[src/design/kwc_pkg.sv]
// Package: sizes, types and base-coding function for the k-mer window counter.
`default_nettype none

package kwc_pkg;

    localparam int MAX_K      = 8;
    localparam int COUNT_BITS = 32;
    localparam int CODE_BITS  = 2 * MAX_K;
    localparam int SEEN_BITS  = $clog2(MAX_K + 1);

    typedef logic [CODE_BITS-1:0]  code_t;
    typedef logic [COUNT_BITS-1:0] count_t;
    typedef logic [SEEN_BITS-1:0]  seen_t;
    typedef logic [3:0]            klen_t;
    typedef logic [1:0]            base_t;

    localparam klen_t  KLEN_RESET = 4'd8;
    localparam count_t COUNT_MAX  = '1;
    localparam code_t  CODE_LAST  = '1;

    localparam logic [7:0] CHAR_UC_C = 8'h43;
    localparam logic [7:0] CHAR_UC_G = 8'h47;
    localparam logic [7:0] CHAR_UC_T = 8'h54;
    localparam logic [7:0] CHAR_LC_C = 8'h63;
    localparam logic [7:0] CHAR_LC_G = 8'h67;
    localparam logic [7:0] CHAR_LC_T = 8'h74;

    localparam base_t BASE_A = 2'd0;
    localparam base_t BASE_C = 2'd1;
    localparam base_t BASE_G = 2'd2;
    localparam base_t BASE_T = 2'd3;

    // Table access decided at the input stage
    typedef struct packed {
        logic  hit;    // push that completes a k-mer
        logic  query;  // read request
        code_t addr;
    } kwc_lookup_t;

    function automatic base_t base_code(input logic [7:0] ch);
        base_t code;
        unique case (ch)
            CHAR_UC_C, CHAR_LC_C: code = BASE_C;
            CHAR_UC_G, CHAR_LC_G: code = BASE_G;
            CHAR_UC_T, CHAR_LC_T: code = BASE_T;
            default:              code = BASE_A;
        endcase
        return code;
    endfunction

endpackage

`default_nettype wire

[src/design/kwc_window.sv]
// Window stage: k register, base window, fill count and table address selection.
`default_nettype none

module kwc_window (
    input  wire logic                clk,
    input  wire logic                rst_n,
    input  wire logic                cfg_we,
    input  wire logic [3:0]          cfg_wdata,
    input  wire logic                accept,
    input  wire logic                req_type,
    input  wire logic [7:0]          base_char,
    input  wire logic                read_start,
    input  wire logic [15:0]         query_index,
    output kwc_pkg::kwc_lookup_t     lookup
);
    import kwc_pkg::*;

    klen_t klen_reg;
    code_t window_reg, window_next;
    seen_t seen_reg, seen_next;
    seen_t eff_k;
    code_t window_base;
    seen_t seen_base;
    code_t kmask;

    always_comb
    begin
        if (klen_reg == 4'd0)
        begin
            eff_k = seen_t'(1);
        end
        else if (klen_reg > MAX_K)
        begin
            eff_k = seen_t'(MAX_K);
        end
        else
        begin
            eff_k = seen_t'(klen_reg);
        end

        for (int i = 0; i < MAX_K; i++)
        begin
            kmask[2*i +: 2] = (i < int'(eff_k)) ? 2'b11 : 2'b00;
        end

        window_base = read_start ? '0 : window_reg;
        seen_base   = read_start ? '0 : seen_reg;
        window_next = CODE_BITS'({window_base, base_code(base_char)});
        seen_next   = (seen_base < MAX_K) ? seen_base + seen_t'(1) : seen_base;

        lookup.query = req_type;
        lookup.hit   = !req_type && (seen_next >= eff_k);
        lookup.addr  = req_type ? CODE_BITS'(query_index) : (window_next & kmask);
    end

    always_ff @(posedge clk or negedge rst_n)
    begin
        if (!rst_n)
        begin
            klen_reg   <= KLEN_RESET;
            window_reg <= '0;
            seen_reg   <= '0;
        end
        else
        begin
            if (cfg_we)
            begin
                klen_reg <= cfg_wdata;
            end
            if (accept && !req_type)
            begin
                window_reg <= window_next;
                seen_reg   <= seen_next;
            end
        end
    end

endmodule

`default_nettype wire

[config.mk]
export PLATFORM = sky130hd
export DESIGN_NAME = kwc_window
export DESIGN_NICKNAME = d
export VERILOG_FILES = /design/src/design/kwc_pkg.sv /design/src/design/kwc_window.sv
export SDC_FILE = /design/constraint.sdc
export NUM_CORES = 1
export LEC_CHECK = 0
export BUFFER_PORTS_ARGS = -buffer_cell sky130_fd_sc_hd__buf_2
export CAP_MARGIN = 20
export CORE_MARGIN = 2
export CORE_UTILIZATION = 45
export CTS_CLUSTER_SIZE = 24
export DETAILED_ROUTE_END_ITERATION = 12
export PLACE_DENSITY = 0.71
export SLEW_MARGIN = 0
export SYNTH_ARGS = -nofsm -noshare
export SYNTH_HDL_FRONTEND = slang
export SYNTH_SLANG_ARGS = --single-unit
[constraint.sdc]
create_clock -name clk -period 5.2 [get_ports clk]
set_input_delay 0.26 -clock clk [delete_from_list [all_inputs] [get_ports clk]]
set_output_delay 0.26 -clock clk [all_outputs]
set_load 0.05 [all_outputs]
# Word-level counts from Yosys, hierarchy flattened
# Cells that the tools add are included.
# W data, S select, Z words.
[word_totals] elab_cells=44 out_inout_bits=18 register_bits=22 input_bits=34
[classes] magnitude_cmp=11 n_mux=15 n_addsub=1 n_bitwise=1 eq_ne=6 n_reduce_logical=7
[op_table] cell="$eq A8 B7 Y1 const B" n=6
[op_table] cell="$and A16 B16 Y16" n=1
[op_table] cell="$lt A3 B4 Y1 const A" n=4
[op_table] cell="$mux W16" n=1
[op_table] cell="$mux W2" n=8
[op_table] cell="$mux W4" n=4
[op_table] cell="$mux W14" n=1
[op_table] cell="$lt A1 B4 Y1 const A" n=2
[op_table] cell="$lt A2 B4 Y1 const A" n=2
[op_table] cell="$pmux W2 S3" n=1
[op_table] cell="$reduce_or A2 Y1" n=3
[op_table] cell="$add A4 B1 Y4 const B" n=1
[op_table] cell="$ge A4 B4 Y1" n=1
[op_table] cell="$gt A4 B4 Y1 const B" n=1
[op_table] cell="$logic_not A4 Y1" n=1
[op_table] cell="$lt A4 B4 Y1 const B" n=1
[op_table] cell="$logic_and A1 B1 Y1" n=2
[op_table] cell="$logic_not A1 Y1" n=1

# Logic depth before layout (Yosys ltp)
# Gate-level depths: netlist of run 1.
[depth] depth_word=7 ltp_mapped=9 ltp_nobuf=8

# Worst setup path after synthesis of run 1
# Ideal clock, no wire load.
[synth_timing] kind="register to output" start="register seen_reg[1]" end="output port lookup[17] (netlist bit)" required_ns=4.940 arrival_time_ns=1.943 path_slack_ns=2.997 path_buffers=0 stages_incl_launch_ff=8 path_cell_list="dfrtp_1 > nor2b_1 > ha_1 > mux2_4 > ha_1 > o21ai_0 > a21oi_1 > o31a_1"
[synth_lines] item="from (decl)" line_no="kwc_window.sv:20" text="seen_t seen_reg, seen_next;"
[synth_lines] item="from (signal assigned)" line_no="kwc_window.sv:73" text="seen_reg <= seen_next;"
[synth_lines] item="to (decl)" line_no="kwc_window.sv:14" text="output kwc_pkg::kwc_lookup_t lookup"

==> results of run 1 <==
[area by class of cell]
class                   count  area [µm²]
inverters                   2       7.507
repair buffers             51       260.3
well taps                  33       41.29
clock buffers               4       26.28
multi-input cells         128       772.0
fillers                   274        1319
flip-flops and latches     22       551.8
[through the flow]
stage | power [W] | cell area [µm²] | utilization [%] | hold slack (ns)
5_1_grt | 0.0004288 | 1659 | 55.71 | 0.1627
3_5_place_dp | 0.0003236 | 1623 | 54.50 | 0.2585
2_1_floorplan | 0.0002875 | 1380 | - | -0.03559
3_3_place_gp | 0.0003195 | 1623 | 54.50 | 0.2566
6_report | 0.0004026 | 1659 | 55.71 | 0.1706
4_1_cts | 0.0004072 | 1659 | 55.71 | 0.1653
[cells by family (layout without fill, tap and decap cells)]
kind of cell / count (synthesis) / count (layout) / share of synthesized area [%]
fa+ha+maj: 5 / 5 / 4.533
buf+inv: 13 / 57 / 4.079
mux: 5 / 5 / 4.624
flops: 22 / 22 / 39.98
compound gates: 48 / 48 / 22.67
simple gates: 69 / 69 / 23.48
xor+xnor: 1 / 1 / 0.6347
[synthesized netlist by cell type (all sizes together)]
cell / instances
nand2: 31
nor2: 13
ha: 5
o31ai: 9
dfrtp: 21
a21oi: 4
a41oi: 1
mux2: 5
buf: 5
o21ai: 20
inv: 2
a22o: 6
nand2b: 13
a21boi: 1
o2bb2ai: 1
nor4bb: 1
clkbuf: 6
nor2b: 5
a31oi: 3
o31a: 1
xnor2: 1
a32o: 2
and3b: 1
dfstp: 1
and2b: 1
nor3: 3
nand3: 1
[metal layers]
metal	vias up	wire [µm]
met5	-	0
met4	0	40
met3	4	102
met2	34	1574
met1	587	1428
li1	659	-
[power by group]
group / switching, W / total [W] / internal (W)
logic: 0.0000769 / 0.000126 / 0.0000491
clock network: 0.0000519 / 0.0000819 / 0.0000299
registers: 0.0000137 / 0.000195 / 0.000181
[path summary, 6_finish.rpt]
kind,from,endpoint,depth (start not counted)
min in group asynchronous,rst_n,window_reg[6]$_DFFE_PN0P_,2
min reg2reg,window_reg[0]$_DFFE_PN0P_,window_reg[0]$_DFFE_PN0P_,2
min,cfg_we,klen_reg[3]$_DFFE_PN1P_,2
max reg2reg,seen_reg[1]$_DFFE_PN0P_,seen_reg[1]$_DFFE_PN0P_,4
max in group asynchronous,rst_n,klen_reg[3]$_DFFE_PN1P_,2
max,seen_reg[1]$_DFFE_PN0P_,lookup[17],8
[critical path, cell delays in order, from the launching register on]
cell,delay [ns]
dfrtp_1,0.44
nor2b_1,0.15
ha_1,0.31
mux2_4,0.28
ha_1,0.27
o21ai_0,0.15
a21oi_1,0.06
o31a_1,0.23
buf_2,0.21
[timing repair]
| item | CTS | global route |
|---|---|---|
| hold buffers | 1 | 0 |
| hold endpoints to repair | 21 | 0 |
| setup buffers | 0 | 0 |
==> impl_results.md, run 1 <==
* Status: completed
* Clock Sinks at 22
* Clock skew at 0.007698 ns
* Synth Register Bits at 22
* Cells after Synth at roughly 160
* Post-layout min period at about 2.7 ns
* Vias at roughly 1300
* Tcrit/Tclk final at slightly above 50%
* RSZ-0062 raised after global routing: false
* Pwr Density at roughly 240 nW/µm²
* GR Util met2 at 35.48%
* CP Capture Type: primary output
* Die span in y at a little under 60 µm
* Final setup TNS at 0 ns
* M3 GR Usage at under 10%
* Distinct cells, synth at 31
* CTS root buf: clkbuf_4
* CP Launch Type: register
* Synth area leaders: dfrtp_1 38%, nand2_1 8.4%, o21ai_0 6.9%
* Initial drt markers at 37
* Syn Nets at about 200
* Worst vdd ir at ~100 µV
* Clk slew on worst S/H paths at approximately 0.12 ns
* Worst setup margin at approximately 2.5 ns
* Gr usage total at approximately 20%
* Vias in the first global route at ~1200
* Area share of the largest cell type after synthesis at a little under two fifths
* Layout cells sized above 1 at 28.50%
* Post_cts resized at 0
* Slew at the pin closest to its max-slew limit at roughly 0.97 ns
* Starting Density at between 40% and 50%
* DIE WIDTH at approximately 60 µm
* Grt total ovfl at 0
* Rows at 20
* Post-Synthesis Cell Area at between 1000 and 1500 µm²
* Area growth, synth to finish at 20.22%
* Fmax at around 0.38 GHz
* Drt via density at roughly 5.4
* M1 GR Usage at 24.86%
* Placed Instances at between 200 and 250
* First-pass iteration count of the detailed router at 4
* Yosys Warn Count at 0
* Avg Inst Size Synth at 8.467 µm²
* Number of I/O port buffers at 50
* H-tree levels at 1
* Die area at around 3500 µm²
* Total CTS buffers at 3
* NumNets Final at between 200 and 250
* Worst setup path category: reg2out
* Max reg flops at 14
* Static Leak at 0.7898 nW
* Most common cell after layout, fill and taps aside: buf_2
* Final WL at roughly 3100 µm
* Antenna Nets Post-Route at 0
* Final Non-Filler Cells at 240
* Leading area contributor after synthesis: dfrtp_1
* MaxCap Viol Count at 0
* Antenna cell count at 0
* Placer Congestion at approximately 0.73
* Setup-violating endpoint count in the final report at 0
* Initial antenna violation count at 0
* CP Data Required Time at roughly 4.9 ns
* CTS tree: built
* R2R Setup Slk at roughly 3.7 ns
* CP Max Fanout at 5
* Ports at between 50 and 60
* HPWL Detailed at approximately 2300 µm
* Wirelength per Cell at 13.10 µm
* Remaining DRCs at 0
* Largest net degree at the start of global routing at 32
* Clk Latency, worst-skew pair at between 0.3 and 0.4 ns
* Seq/Total Area, Yosys at ~40%
* Slew HR at between 30% and 40%
* Core Footprint at 2978 µm²
* Fin. Hold Viols at 0
* Data arrival, critical path at around 2.4 ns
* First-pass GRT wire length at between 5000 and 6000 µm
* Hold Crit Class: in2reg
* Place WS at 2.731 ns
* Commonest cells after routing, fill and taps aside: 50 x buf_2, 31 x nand2_1, 21 x dfrtp_1
* Final Slew Violations at 0
* Gr busiest metal: met2
* Max Root-Sink Buffers at 2
(Power assumes the default switching activity.)
==> run 2, diff against run 1 <==
Settings changed: CORE_UTILIZATION 45 to 44, PLACE_DENSITY 0.71 to 0.73.
Clock period 5.2 ns to 2.35 ns, I/O delays scaled along.
==> run 2 against run 1 <==
Against the previous run: first-iteration DRC count down 27%; non-clock buffer count up 4; register-to-register slack worse by 2.8 ns; wire length down 4.5%; flip-flop and latch count unchanged; largest cell class unchanged.
==> impl_results.md, run 2 (synthesis gave the netlist of run 1 again) <==
* Fin. Hold Viols at 0 (unchanged)
* Clk slew on worst S/H paths at 0.13 ns (about the same)
* Initial drt markers at 27 (-27%)
* H-tree levels at 1 (unchanged)
* HPWL Detailed at 2195 µm (-5.3%)
* Total CTS buffers at 3 (unchanged)
* Die area at 3601 µm² (+2.1%)
* Core Footprint at 3028 µm² (+1.7%)
* Largest net degree at the start of global routing at 32 (unchanged)
* CP Capture Type: primary output
* CP Data Required Time at 2.23 ns (-2.71 ns)
* Commonest cells after routing, fill and taps aside: 49 x buf_2, 31 x nand2_1, 21 x dfrtp_1
* Ports at 52 (unchanged)
* First-pass iteration count of the detailed router at 4 (unchanged)
* Tcrit/Tclk final at 97.45%
* FILL cells at 307 (+12%)
* Post-layout min period at roughly 2.3 ns
* First-pass GRT wire length at 4988 µm (-6.3%)
* Antenna Nets Post-Route at 0 (unchanged)
* Clock Sinks at 22 (unchanged)
* Grt total ovfl at 0 (unchanged)
* RSZ-0062 raised after global routing: true
* Slew HR at 67.00% (+32 points)
* Vias at 1287 (+0.23%)
* Die span in y at 60.01 µm (+1.1%)
* Most common cell after layout, fill and taps aside: buf_2
* Area growth, synth to finish at 26.02%
* Final WL at 3002 µm (-4.5%)
* Clock skew at 0.001797 ns (-0.005901 ns)
* CTS tree: built
* Vias in the first global route at 1142 (-6.9%)
* CP Max Fanout at 2 (-3)
* MaxCap Viol Count at 0 (unchanged)
* Wirelength per Cell at 11.77 µm (-10%)
* Design Power at 0.0009553 W (+140%)
* Starting Density at 45.58% (-0.77 points)
* Antenna cell count at 0 (unchanged)
* Worst vdd ir at 258.0 µV (+150%)
* CP Launch Type: register
* Fmax at 0.4367 GHz
* Pwr Density at 549.3 nW/µm² (+130%)
* Number of I/O port buffers at 50 (unchanged)
* Drt via density at 5.047 (-5.7%)
* NumNets Final at 251 (+1.6%)
* Setup-violating endpoint count in the final report at 0 (unchanged)
* Initial antenna violation count at 0 (unchanged)
* Remaining DRCs at 0 (unchanged)
* Hold Crit Class: in2reg
* Clk Latency, worst-skew pair at 0.31 ns (about the same)
* CTS root buf: clkbuf_4
* Final setup TNS at 0 ns (unchanged)
* Layout cells sized above 1 at 31.75% (+3.3 points)
* Final Slew Violations at 0 (unchanged)
* Placer Congestion at 0.7632 (+4.5%)
* DIE WIDTH at 60.01 µm (+1.1%)
* Data arrival, critical path at 2.17 ns (-0.23 ns)
* Gr usage total at 18.43% (-1.7 points)
* Status: completed
* Rows at 20 (unchanged)
* Design area at 1739 µm² (+4.8%)
* Dpl cell area at 1652 µm² (+1.8%)
* Max reg flops at 14 (unchanged)
* Max Root-Sink Buffers at 2 (unchanged)
* Slew at the pin closest to its max-slew limit at 0.4951 ns (-0.4761 ns)
* Worst setup path category: reg2out
* Static Leak at 0.8161 nW (+3.3%)
run 2: worst paths after layout:
path                            slack (ns)  cells after the start                         end                  startpoint
worst min register to register        0.49                      2  window_reg[12]$_DFFE_PN0P_  window_reg[12]$_DFFE_PN0P_
min in group asynchronous             0.30                      2   window_reg[0]$_DFFE_PN0P_                       rst_n
worst min-delay path                  0.01                      2     klen_reg[3]$_DFFE_PN1P_                      cfg_we
worst max-delay path                  0.06                      8                  lookup[17]     seen_reg[1]$_DFFE_PN0P_
max in group asynchronous             1.69                      2     klen_reg[3]$_DFFE_PN1P_                       rst_n
worst max register to register        0.91                      4     seen_reg[1]$_DFFE_PN0P_     seen_reg[1]$_DFFE_PN0P_
run 2: layout make-up:
| cell class | count | area, µm² | share of cell area [%] |
|---|---|---|---|
| inverters | 2 | 7.507 | 0.4317 |
| repair buffers | 55 | 296.5 | 17.05 |
| clock buffers | 4 | 36.28 | 2.086 |
| flip-flops and latches | 22 | 551.8 | 31.73 |
| well taps | 44 | 55.05 | 3.165 |
| multi-input cells | 128 | 792.0 | 45.54 |
run 2: through the flow:
step	utilization, %	instances	hold WS (ns)	setup slack [ns]
2_1_floorplan	-	163	-0.1781	0.2893
3_3_place_gp	54.55	248	0.1111	0.2508
5_1_grt	57.44	255	0.03034	-0.04653
4_1_cts	57.19	255	0.01519	0.02150
6_report	57.44	255	0.01052	0.05996
3_5_place_dp	54.55	248	0.1114	0.2403
run 2: worst max-delay path, cell delays in order (launching register included):
cell and delay [ns]:
dfrtp_1 0.40, nor2b_1 0.13, ha_2 0.27, mux2_4 0.29
ha_4 0.21, o21ai_1 0.11, a21oi_1 0.06, o31a_1 0.25
buf_6 0.16
run 2: layer usage:
metal / vias to the layer above / track usage [%] / part of all wire [%]
li1: 665 / - / -
met1: 583 / 24.22 / 47
met2: 34 / 30.59 / 47
met3: 5 / 2.814 / 4.6
met4: 0 / 6.667 / 1.4
met5: - / 0 / 0
run 2: what timing repair did:
item                                    CTS  global route
hold endpoints to repair                 21             0
setup buffers                             2             0
endpoints found under the setup margin    1             1
hold buffers                              1             0
resized for setup                         4             2
run 2: report_power, final:
group / total [W] / internal (W) / switching (W)
registers: 0.000424 / 0.000401 / 0.0000235
clock network: 0.000215 / 0.0000947 / 0.000121
logic: 0.000316 / 0.000133 / 0.000183
total: 0.000955 / 0.000628 / 0.000327
